File: src/design/assert_macros.svh
// Assertion macros shared by the RTL of the motor fault monitor.
// No dependencies; define ASSERT_OFF to compile the checks out.
`ifndef ASSERT_MACROS_SVH
`define ASSERT_MACROS_SVH
`ifndef ASSERT_OFF
// property must hold at every clock edge out of reset
`define ASSERT_PROP(label, clk, rst, prop, msg) \
   label: assert property (@(posedge clk) disable iff (rst) prop) else $error(msg);
// condition must never be seen at a clock edge out of reset
`define ASSERT_NEVER(label, clk, rst, cond, msg) \
   label: assert property (@(posedge clk) disable iff (rst) !(cond)) else $error(msg);
`else
`define ASSERT_PROP(label, clk, rst, prop, msg)
`define ASSERT_NEVER(label, clk, rst, cond, msg)
`endif
`endif

File: src/design/mfm_pkg.sv
// Types and constants of the motor fault monitor.
// No dependencies; used by every module of the block.
package mfm_pkg;

   localparam int REQ_DATA_W  = 24;
   localparam int RSP_DATA_W  = 32;
   localparam int CSR_INDEX_W = 3;
   localparam int CSR_DATA_W  = 16;
   localparam int FAULT_W     = 7;

   // register indexes
   localparam logic [CSR_INDEX_W-1:0] CSR_LOW_THRESHOLD  = 3'd0;
   localparam logic [CSR_INDEX_W-1:0] CSR_HIGH_THRESHOLD = 3'd1;
   localparam logic [CSR_INDEX_W-1:0] CSR_LOW_TIME       = 3'd2;
   localparam logic [CSR_INDEX_W-1:0] CSR_HIGH_TIME      = 3'd3;
   localparam logic [CSR_INDEX_W-1:0] CSR_CLEAR_TICKS    = 3'd4;
   localparam logic [CSR_INDEX_W-1:0] CSR_DWELL_TICKS    = 3'd5;

   // register reset values
   localparam logic [15:0] RST_LOW_THRESHOLD  = 16'd1690;
   localparam logic [15:0] RST_HIGH_THRESHOLD = 16'd2027;
   localparam logic [7:0]  RST_LOW_TIME       = 8'd10;
   localparam logic [7:0]  RST_HIGH_TIME      = 8'd4;
   localparam logic [15:0] RST_CLEAR_TICKS    = 16'd1000;
   localparam logic [15:0] RST_DWELL_TICKS    = 16'd6000;

   // fault word bit positions
   localparam int FAULT_OC_BIT     = 0;
   localparam int FAULT_HALL_BIT   = 2;
   localparam int FAULT_UPPER_BIT  = 4;
   localparam int FAULT_LOWER_BIT  = 5;
   localparam int FAULT_MANUAL_BIT = 6;

   // invalid hall codes
   localparam logic [2:0] HALL_ALL_LOW  = 3'b000;
   localparam logic [2:0] HALL_ALL_HIGH = 3'b111;

   typedef struct packed {
      logic [15:0] low_threshold;
      logic [15:0] high_threshold;
      logic [7:0]  low_time;
      logic [7:0]  high_time;
      logic [15:0] clear_ticks;
   } oc_cfg_type;

   typedef struct packed {
      logic fault;
      logic trip;
   } oc_status_type;

   typedef struct packed {
      logic lower_on;
      logic upper_on;
      logic can_count;
   } limit_in_type;

endpackage

File: src/design/mfm_overcurrent.sv
// Overcurrent run counters, latched fault and self-clear counter.
// Depends on mfm_pkg.
module mfm_overcurrent #(
   parameter int COUNTER_WIDTH = 16
) (
   input  logic                  clock,
   input  logic                  reset,
   input  logic                  step,
   input  logic signed [15:0]    motor_current,
   input  mfm_pkg::oc_cfg_type   cfg,
   output mfm_pkg::oc_status_type status
);

   logic [COUNTER_WIDTH-1:0] low_cnt_ff, low_cnt_in, low_inc;
   logic [COUNTER_WIDTH-1:0] high_cnt_ff, high_cnt_in, high_inc;
   logic                     fault_ff, fault_in;
   logic [15:0]              clr_cnt_ff, clr_cnt_in, clr_inc;
   logic [16:0]              mag;
   logic                     low_ge, high_ge, low_trip, high_trip, trip, fault_pre;

   always_comb begin
      mag = motor_current[15] ? (17'h10000 - {1'b0, motor_current}) : {1'b0, motor_current};
      low_ge  = mag >= {1'b0, cfg.low_threshold};
      high_ge = mag >= {1'b0, cfg.high_threshold};
      low_inc  = (&low_cnt_ff)  ? low_cnt_ff  : low_cnt_ff  + COUNTER_WIDTH'(1);
      high_inc = (&high_cnt_ff) ? high_cnt_ff : high_cnt_ff + COUNTER_WIDTH'(1);
      low_trip  = low_ge  && (low_inc  > COUNTER_WIDTH'(cfg.low_time));
      high_trip = high_ge && (high_inc > COUNTER_WIDTH'(cfg.high_time));
      trip = low_trip | high_trip;
      low_cnt_in = low_ge ? low_inc : '0;
      if (!low_ge) begin
         high_cnt_in = '0;
      end else if (high_ge) begin
         high_cnt_in = high_inc;
      end else begin
         high_cnt_in = high_cnt_ff;
      end
      fault_pre = fault_ff | trip;
      clr_inc   = (&clr_cnt_ff) ? clr_cnt_ff : clr_cnt_ff + 16'd1;
      if (fault_pre) begin
         if (clr_inc >= cfg.clear_ticks) begin
            fault_in   = 1'b0;
            clr_cnt_in = '0;
         end else begin
            fault_in   = 1'b1;
            clr_cnt_in = clr_inc;
         end
      end else begin
         fault_in   = 1'b0;
         clr_cnt_in = clr_cnt_ff;
      end
      status.fault = fault_in;
      status.trip  = trip;
   end

   always_ff @(posedge clock) begin
      if (reset) begin
         low_cnt_ff  <= '0;
         high_cnt_ff <= '0;
         fault_ff    <= 1'b0;
         clr_cnt_ff  <= '0;
      end else if (step) begin
         low_cnt_ff  <= low_cnt_in;
         high_cnt_ff <= high_cnt_in;
         fault_ff    <= fault_in;
         clr_cnt_ff  <= clr_cnt_in;
      end
   end

endmodule

File: src/design/mfm_limit.sv
// Limit-switch dwell counters and the saturating total of counted cycles.
// Depends on mfm_pkg.
module mfm_limit #(
   parameter int COUNTER_WIDTH = 16
) (
   input  logic                 clock,
   input  logic                 reset,
   input  logic                 step,
   input  mfm_pkg::limit_in_type sw,
   input  logic [15:0]          dwell_ticks,
   output logic [15:0]          cycles_done
);

   logic [15:0]              lower_dwell_ff, lower_dwell_in, lower_pre;
   logic [15:0]              upper_dwell_ff, upper_dwell_in, upper_pre;
   logic [COUNTER_WIDTH-1:0] total_ff, total_in, total_mid;
   logic [COUNTER_WIDTH+15:0] total_ext;
   logic                     lower_hit, upper_hit;

   always_comb begin
      lower_pre = lower_dwell_ff;
      if (sw.lower_on && !(&lower_dwell_ff)) begin
         lower_pre = lower_dwell_ff + 16'd1;
      end
      upper_pre = upper_dwell_ff;
      if (sw.upper_on && !(&upper_dwell_ff)) begin
         upper_pre = upper_dwell_ff + 16'd1;
      end
      lower_hit = lower_pre >= dwell_ticks;
      upper_hit = upper_pre >= dwell_ticks;
      lower_dwell_in = lower_hit ? 16'd0 : lower_pre;
      upper_dwell_in = upper_hit ? 16'd0 : upper_pre;
      total_mid = total_ff;
      if (lower_hit && sw.can_count && !(&total_ff)) begin
         total_mid = total_ff + COUNTER_WIDTH'(1);
      end
      total_in = total_mid;
      if (upper_hit && sw.can_count && !(&total_mid)) begin
         total_in = total_mid + COUNTER_WIDTH'(1);
      end
      total_ext   = {16'd0, total_in};
      cycles_done = total_ext[15:0];
   end

   always_ff @(posedge clock) begin
      if (reset) begin
         lower_dwell_ff <= '0;
         upper_dwell_ff <= '0;
         total_ff       <= '0;
      end else if (step) begin
         lower_dwell_ff <= lower_dwell_in;
         upper_dwell_ff <= upper_dwell_in;
         total_ff       <= total_in;
      end
   end

endmodule

File: src/design/motor_fault_monitor_unit.sv
// Top level of the motor fault monitor: register file, input and result stages.
// Depends on mfm_pkg, mfm_overcurrent, mfm_limit and assert_macros.svh.
//
// channel   direction  handshake              payload
// req_      in         req_tvalid/req_tready  req_tdata  one control tick
// rsp_      out        rsp_tvalid/rsp_tready  rsp_tdata  fault word and status
// csr_      in         csr_we                 csr_index, csr_wdata
//
// One tick per cycle unless stalled; rsp_tvalid rises as it enters the result register.
// The per-tick counter update sits between the input register and the result register.
// Reset is synchronous; no clearing pass, the block takes ticks on the next cycle.
// A stalled result holds the result register; the input register still takes one more.
`include "assert_macros.svh"
module motor_fault_monitor_unit #(
   parameter int COUNTER_WIDTH = 16
) (
   input  logic                              clock,
   input  logic                              reset,
   input  logic                              req_tvalid,
   output logic                              req_tready,
   // [0] manual_switch, [1] lower_switch, [2] upper_switch, [18:3] motor_current,
   // [21:19] hall_state, [22] motor_stopped, [23] position_known
   input  logic [mfm_pkg::REQ_DATA_W-1:0]    req_tdata,
   output logic                              rsp_tvalid,
   input  logic                              rsp_tready,
   // [6:0] fault_code, [7] stop_request, [8] lower_limit, [9] upper_limit,
   // [25:10] cycles_done, [31:26] zero
   output logic [mfm_pkg::RSP_DATA_W-1:0]    rsp_tdata,
   input  logic                              csr_we,
   input  logic [mfm_pkg::CSR_INDEX_W-1:0]   csr_index,
   input  logic [mfm_pkg::CSR_DATA_W-1:0]    csr_wdata
);

   logic [15:0] low_threshold_ff, high_threshold_ff, clear_ticks_ff, dwell_ticks_ff;
   logic [7:0]  low_time_ff, high_time_ff;

   logic                           in_valid_ff, in_valid_in;
   logic [mfm_pkg::REQ_DATA_W-1:0] in_data_ff;
   logic                           rsp_valid_ff, rsp_valid_in;
   logic [mfm_pkg::RSP_DATA_W-1:0] rsp_data_ff, rsp_data_in;

   logic                   advance, move, req_accept;
   logic                   manual_on, hall_bad;
   logic signed [15:0]     motor_current;
   logic [2:0]             hall_state;
   logic [mfm_pkg::FAULT_W-1:0] fault_code;
   logic                   stop_request;
   logic [15:0]            cycles_done;

   logic                   res_hall, res_stop;
   logic [1:0]             lim_flags, lim_bits;

   mfm_pkg::oc_cfg_type    oc_cfg;
   mfm_pkg::oc_status_type oc_status;
   mfm_pkg::limit_in_type  limit_in;

   // configuration registers
   always_ff @(posedge clock) begin
      if (reset) begin
         low_threshold_ff  <= mfm_pkg::RST_LOW_THRESHOLD;
         high_threshold_ff <= mfm_pkg::RST_HIGH_THRESHOLD;
         low_time_ff       <= mfm_pkg::RST_LOW_TIME;
         high_time_ff      <= mfm_pkg::RST_HIGH_TIME;
         clear_ticks_ff    <= mfm_pkg::RST_CLEAR_TICKS;
         dwell_ticks_ff    <= mfm_pkg::RST_DWELL_TICKS;
      end else if (csr_we) begin
         case (csr_index)
            mfm_pkg::CSR_LOW_THRESHOLD: begin
               low_threshold_ff <= csr_wdata;
            end
            mfm_pkg::CSR_HIGH_THRESHOLD: begin
               high_threshold_ff <= csr_wdata;
            end
            mfm_pkg::CSR_LOW_TIME: begin
               low_time_ff <= csr_wdata[7:0];
            end
            mfm_pkg::CSR_HIGH_TIME: begin
               high_time_ff <= csr_wdata[7:0];
            end
            mfm_pkg::CSR_CLEAR_TICKS: begin
               clear_ticks_ff <= csr_wdata;
            end
            mfm_pkg::CSR_DWELL_TICKS: begin
               dwell_ticks_ff <= csr_wdata;
            end
            default: begin
            end
         endcase
      end
   end

   // handshake and stage control
   always_comb begin
      advance      = !rsp_valid_ff || rsp_tready;
      move         = in_valid_ff && advance;
      req_tready   = !reset && (!in_valid_ff || advance);
      req_accept   = req_tvalid && req_tready;
      in_valid_in  = req_accept ? 1'b1 : (move ? 1'b0 : in_valid_ff);
      rsp_valid_in = move ? 1'b1 : (rsp_tready ? 1'b0 : rsp_valid_ff);
   end

   always_ff @(posedge clock) begin
      if (reset) begin
         in_valid_ff  <= 1'b0;
         rsp_valid_ff <= 1'b0;
      end else begin
         in_valid_ff  <= in_valid_in;
         rsp_valid_ff <= rsp_valid_in;
      end
   end

   always_ff @(posedge clock) begin
      if (req_accept) begin
         in_data_ff <= req_tdata;
      end
      if (move) begin
         rsp_data_ff <= rsp_data_in;
      end
   end

   // field decode of the held tick
   always_comb begin
      manual_on          = !in_data_ff[0];
      limit_in.lower_on  = !in_data_ff[1];
      limit_in.upper_on  = !in_data_ff[2];
      motor_current      = $signed(in_data_ff[18:3]);
      hall_state         = in_data_ff[21:19];
      limit_in.can_count = in_data_ff[22] && in_data_ff[23];
      hall_bad           = hall_state inside {mfm_pkg::HALL_ALL_LOW, mfm_pkg::HALL_ALL_HIGH};
      oc_cfg.low_threshold  = low_threshold_ff;
      oc_cfg.high_threshold = high_threshold_ff;
      oc_cfg.low_time       = low_time_ff;
      oc_cfg.high_time      = high_time_ff;
      oc_cfg.clear_ticks    = clear_ticks_ff;
   end

   mfm_overcurrent #(
      .COUNTER_WIDTH (COUNTER_WIDTH)
   ) u_overcurrent (
      .clock         (clock),
      .reset         (reset),
      .step          (move),
      .motor_current (motor_current),
      .cfg           (oc_cfg),
      .status        (oc_status)
   );

   mfm_limit #(
      .COUNTER_WIDTH (COUNTER_WIDTH)
   ) u_limit (
      .clock       (clock),
      .reset       (reset),
      .step        (move),
      .sw          (limit_in),
      .dwell_ticks (dwell_ticks_ff),
      .cycles_done (cycles_done)
   );

   // result assembly
   always_comb begin
      fault_code = '0;
      fault_code[mfm_pkg::FAULT_OC_BIT]     = oc_status.fault;
      fault_code[mfm_pkg::FAULT_HALL_BIT]   = hall_bad;
      fault_code[mfm_pkg::FAULT_UPPER_BIT]  = limit_in.upper_on;
      fault_code[mfm_pkg::FAULT_LOWER_BIT]  = limit_in.lower_on;
      fault_code[mfm_pkg::FAULT_MANUAL_BIT] = manual_on;
      stop_request = oc_status.trip || hall_bad;
      rsp_data_in  = {6'd0, cycles_done, limit_in.upper_on, limit_in.lower_on,
                      stop_request, fault_code};
   end

   assign rsp_tvalid = rsp_valid_ff;
   assign rsp_tdata  = rsp_data_ff;

   // fields of the result register seen by the checks
   always_comb begin
      res_hall  = rsp_valid_ff && rsp_data_ff[mfm_pkg::FAULT_HALL_BIT];
      res_stop  = rsp_data_ff[mfm_pkg::FAULT_W];
      lim_flags = rsp_data_ff[mfm_pkg::FAULT_W+2:mfm_pkg::FAULT_W+1];
      lim_bits  = {rsp_data_ff[mfm_pkg::FAULT_UPPER_BIT], rsp_data_ff[mfm_pkg::FAULT_LOWER_BIT]};
   end

   // a hall fault always comes with a stop request
   `ASSERT_PROP(a_hall_stop, clock, reset, res_hall |-> res_stop, "hall fault without stop")
   // limit flags agree with the fault word
   `ASSERT_NEVER(a_limits, clock, reset, rsp_tvalid && lim_flags != lim_bits, "limit flag mismatch")
   // a held tick blocked by a stalled result is not dropped
   `ASSERT_PROP(a_tick_kept, clock, reset, in_valid_ff && !advance |=> in_valid_ff, "tick lost")

endmodule
File: config.mk
export PLATFORM = sky130hd
export DESIGN_NAME = motor_fault_monitor_unit
export DESIGN_NICKNAME = d
export VERILOG_FILES = /design/src/design/mfm_pkg.sv /design/src/design/mfm_overcurrent.sv /design/src/design/mfm_limit.sv /design/src/design/motor_fault_monitor_unit.sv
export VERILOG_INCLUDE_DIRS = /design/src /design/src/design
export SDC_FILE = /design/constraint.sdc
export NUM_CORES = 1
export LEC_CHECK = 0
export ABC_AREA = 1
export BUFFER_PORTS_ARGS = -buffer_cell sky130_fd_sc_hd__buf_2
export CORE_MARGIN = 8
export CORE_UTILIZATION = 40
export DETAILED_ROUTE_END_ITERATION = 8
export MAX_ROUTING_LAYER = met4
export SYNTH_ARGS = -nofsm -noshare
export SYNTH_HDL_FRONTEND = slang
export SYNTH_HIERARCHICAL = 1
export SYNTH_SLANG_ARGS = --single-unit
export TNS_END_PERCENT = 50
File: constraint.sdc
create_clock -name clock -period 7.4 [get_ports clock]
set_input_delay 0.74 -clock clock [delete_from_list [all_inputs] [get_ports clock]]
set_output_delay 0.74 -clock clock [all_outputs]
set_load 0.01 [all_outputs]
==> flow_metrics.env <==
export IMPL_dp_hpwl_mm=28.0
export IMPL_p_leak_nw=7.73
export IMPL_outcome="complete, no violations"
export IMPL_grt_pass1_wl_mm=62.8
export IMPL_synth_ff_type="dfxtp_1"
export IMPL_cts_resized=0
export IMPL_ctsHtreeMaxLevel=1
export IMPL_io_pin_count=82
export IMPL_dpl_cell_area_um2=15400
export IMPL_antenna_found_initial=0
export IMPL_design_die_area_um2=43400
export IMPL_hold_slack_ns=0.354
export IMPL_route_top_layer_used="met4"
export IMPL_worstSetupEndpointType="register"
export IMPL_dr_first_iter_drc_count=722
export IMPL_drc=0
export IMPL_p_per_area_nw_per_um2=183
export IMPL_min_path_type="primary input to register"
export IMPL_critical_path_required_ns=7.70
export IMPL_numClockSinks=225
export IMPL_flip_flop_and_latch_count_after_synthesis=225
export IMPL_synth_largest_area_cell="dfxtp_1"
export IMPL_grt_pass1_vias=12815
export IMPL_final_net_count=2313
export IMPL_root_buffer="clkbuf_16"
export IMPL_cts_hold_fix_buffers=0
export IMPL_worstRegToRegCells=26
export IMPL_grt_usage_pct=17.5
export IMPL_cts_buffers=28
export IMPL_synth_most_common_cell="nand2_1"
export IMPL_finalMaxSlewViolations=0
export IMPL_count_of_cell_types_in_the_netlist=56
export IMPL_design_core_area_um2=36500
export IMPL_maximum_number_of_pins_on_one_net_before_global_route_repair=83
export IMPL_tritoncts_clock_tree="yes"
export IMPL_synth_mux_area_share_pct=0
export IMPL_num_antenna_cells=0
export IMPL_wirelength_mm=37.7
export IMPL_post_synth_xor_area_fraction_pct=4.32
export IMPL_critical_path_startpoint_type="register"
export IMPL_dr_wl_met2_mm=17.2
export IMPL_routabilityCongestion=0.912
export IMPL_totalNegativeSetupSlack_ns=0
export IMPL_hold_path_depth=1
export IMPL_power_total_mw=3.00
export IMPL_postLayoutCellArea_um2=16300
export IMPL_cts_setup_buffers=0
export IMPL_area_sequential_um2=4960
export IMPL_numPortBuffers=73
export IMPL_ranking_of_synthesized_cells_by_instance_count="nand2_1, inv_1, nor2_1"
export IMPL_warnings_from_yosys=6
export IMPL_synth_cells=2117
export IMPL_floorplan_initialDensity_pct=40.5
export IMPL_critical_path_peak_fanout=24
export IMPL_detailedRoute_firstPassIterationCount=5
export IMPL_post_synth_main_area_contributors="dfxtp_1, nand2_1, edfxtp_1"
export IMPL_timing_setup_critical_path_class="register to register"
export IMPL_m1WireLength_mm=18.4
export IMPL_synth_area_in_compound_gates_pct=9.16
export IMPL_synth_top_area_share_pct=24.2
export IMPL_final_hold_violation_count=0
export IMPL_unrepaired_setup_endpoints_after_global_routing="no"
export IMPL_period_needed_ns=4.83
export IMPL_ant_nets=0
export IMPL_combinational_family_with_the_most_area_after_synthesis="simple AND/OR/NAND/NOR gates"
export IMPL_netlist_area_um2=14800
export IMPL_flow_area_growth_from_synthesis_pct=10.5
export IMPL_synth_async_sr_flop_share_pct=0
export IMPL_setup_skew_ns=0.0137
export IMPL_relSlewSlack_pct=23.3
export IMPL_multiInputGateArea_um2=8320
export IMPL_crit_arrival_ns=5.14
export IMPL_postSynthAreaPerCell_um2=6.98
export IMPL_maximum_operating_frequency_mhz=207
export IMPL_final_setup_viol_count=0
export IMPL_total_via_count_in_the_routed_design=13183
export IMPL_die_height_um=208
export IMPL_clock_latency_ns=0.56
export IMPL_vdd_ir_drop_max_v=0.000180
export IMPL_core_rowCount=70
export IMPL_fillCellCount=3841
export IMPL_timing_final_crit_share_pct=65.3
export IMPL_global_route_overflow_total=0
export IMPL_vias_per_cell=4.97
export IMPL_synth_fa_ha_area_share_pct=8.72
export IMPL_synth_edf_count=46
export IMPL_met3RoutedLength_mm=1.19
export IMPL_post_synth_and_or_nand_nor_area_fraction_pct=33.8
export IMPL_fraction_of_the_yosys_area_taken_by_sequential_cells_pct=33.6
export IMPL_clk_transition_reported_paths_ns=0.06
export IMPL_final_layout_size_suffix_gt1_share_pct=10.8
export IMPL_die_x_um=208
export IMPL_max_clock_path_buffers=3
export IMPL_maxCapViolations=0
export IMPL_detail_route_wl_per_cell_um=14.2
export IMPL_worst_slew_pin_slew_ns=1.15
state kept, by name (all words and copies together), names as in the netlist:
| register | cells |
|---|---|
| in_data_ff | 24 |
| rsp_tdata | 22 |
| clear_ticks_ff | 16 |
| dwell_ticks_ff | 16 |
| high_threshold_ff | 16 |
| low_threshold_ff | 16 |
| u_limit/lower_dwell_ff | 16 |
| u_limit/total_ff | 16 |
| u_limit/upper_dwell_ff | 16 |
| u_overcurrent/clr_cnt_ff | 16 |
| u_overcurrent/high_cnt_ff | 16 |
| u_overcurrent/low_cnt_ff | 16 |
| high_time_ff | 8 |
| low_time_ff | 8 |
| in_valid_ff | 1 |
| rsp_tvalid | 1 |
| u_overcurrent/fault_ff | 1 |
worst max-delay path: stages (launching register included):
cell	delay, ns
dfxtp_1	0.34
ha_1	0.20
inv_1	0.06
nor2_1	0.05
nand3_1	0.07
nand2_1	0.17
nor4_1	0.45
nand2_1	0.11
nor2_1	0.19
nand2_1	0.09
xnor2_1	0.16
ha_1	0.31
nand2_1	0.09
nor3_1	0.19
nand2_1	0.09
nand2_2	0.35
nand3_4	0.29
nand2_1	0.14
nand2_1	0.08
nor2_2	0.27
nand2_2	0.16
inv_1	0.13
nand2_1	0.13
nor2_2	0.19
nor2_4	0.09
nand2_1	0.11
nand2_1	0.06
final timing paths:
check	endpoint	from	slack, ns
max	rsp_tdata[19]$_DFFE_PP_	u_limit/lower_dwell_ff[0]$_SDFFE_PP0P_	2.57
min	in_data_ff[6]$_DFFE_PP_	req_tdata[6]	0.35
max reg2reg	rsp_tdata[19]$_DFFE_PP_	u_limit/lower_dwell_ff[0]$_SDFFE_PP0P_	2.57
min reg2reg	low_time_ff[3]$_SDFFE_PP1P_	low_time_ff[3]$_SDFFE_PP1P_	0.46
routing by layer:
layer | vias to the layer above | global-route usage (%)
met1 | 6035 | 22.4
met3 | 63 | 2.51
met4 | 0 | 4.82
met2 | 191 | 28.7
met5 | - | -
li1 | 6894 | -
cells by family (layout without fill, tap and decap cells):
logic type      after synthesis  in the layout
simple gates               1108           1108
buf+inv                     372            430
compound gates              235            235
flops                       225            225
fa+ha+maj                   103            103
xor+xnor                     73             73
other cells                   1              8
layout make-up:
type	count	area share, %
clock buffer	36	4.81
clock inverter	14	0.842
inverter	301	6.93
multi-input combinational	1527	50.9
sequential	225	30.4
tap	468	3.58
timing repair buffer	79	2.53
power breakdown:
part | switching (mW) | total (mW) | internal (mW)
combinational | 0.215 | 0.313 | 0.0985
sequential | 0.0288 | 1.32 | 1.29
clock | 0.547 | 1.36 | 0.817
cells in the final DEF (no fill, tap or decap), types with 3 or more instances in the layout:
cell type,count
o21bai_1,3
buf_4,7
xor2_1,49
o21ai_1,3
nor3_1,25
a22oi_1,29
inv_2,10
nor2_4,11
xnor2_1,24
a21oi_1,109
dfxtp_1,179
edfxtp_1,46
nand2_2,39
nand3_4,3
nand2_4,6
clkbuf_16,29
o21ai_0,63
nand2_1,505
o211ai_1,3
nand3b_1,7
conb_1,8
ha_1,103
clkbuf_1,3
a21oi_2,10
clkbuf_8,3
nor4_1,5
nand3_2,10
nor2_2,8
nor2_1,271
clkinv_2,9
nand3_1,146
clkinv_1,3
nand4_1,60
inv_1,287
buf_2,72
through the flow:
stage / std cells / worst slack [ns] / util [%]
2_1_floorplan: 2124 / 3.66 / -
3_3_place_gp: 2600 / 2.67 / 42.2
3_5_place_dp: 2600 / 2.60 / 42.2
4_1_cts: 2650 / 2.57 / 44.7
5_1_grt: 2650 / 2.03 / 44.7
6_report: 2650 / 2.57 / 44.7
Power figures use the tool's default switching activity.
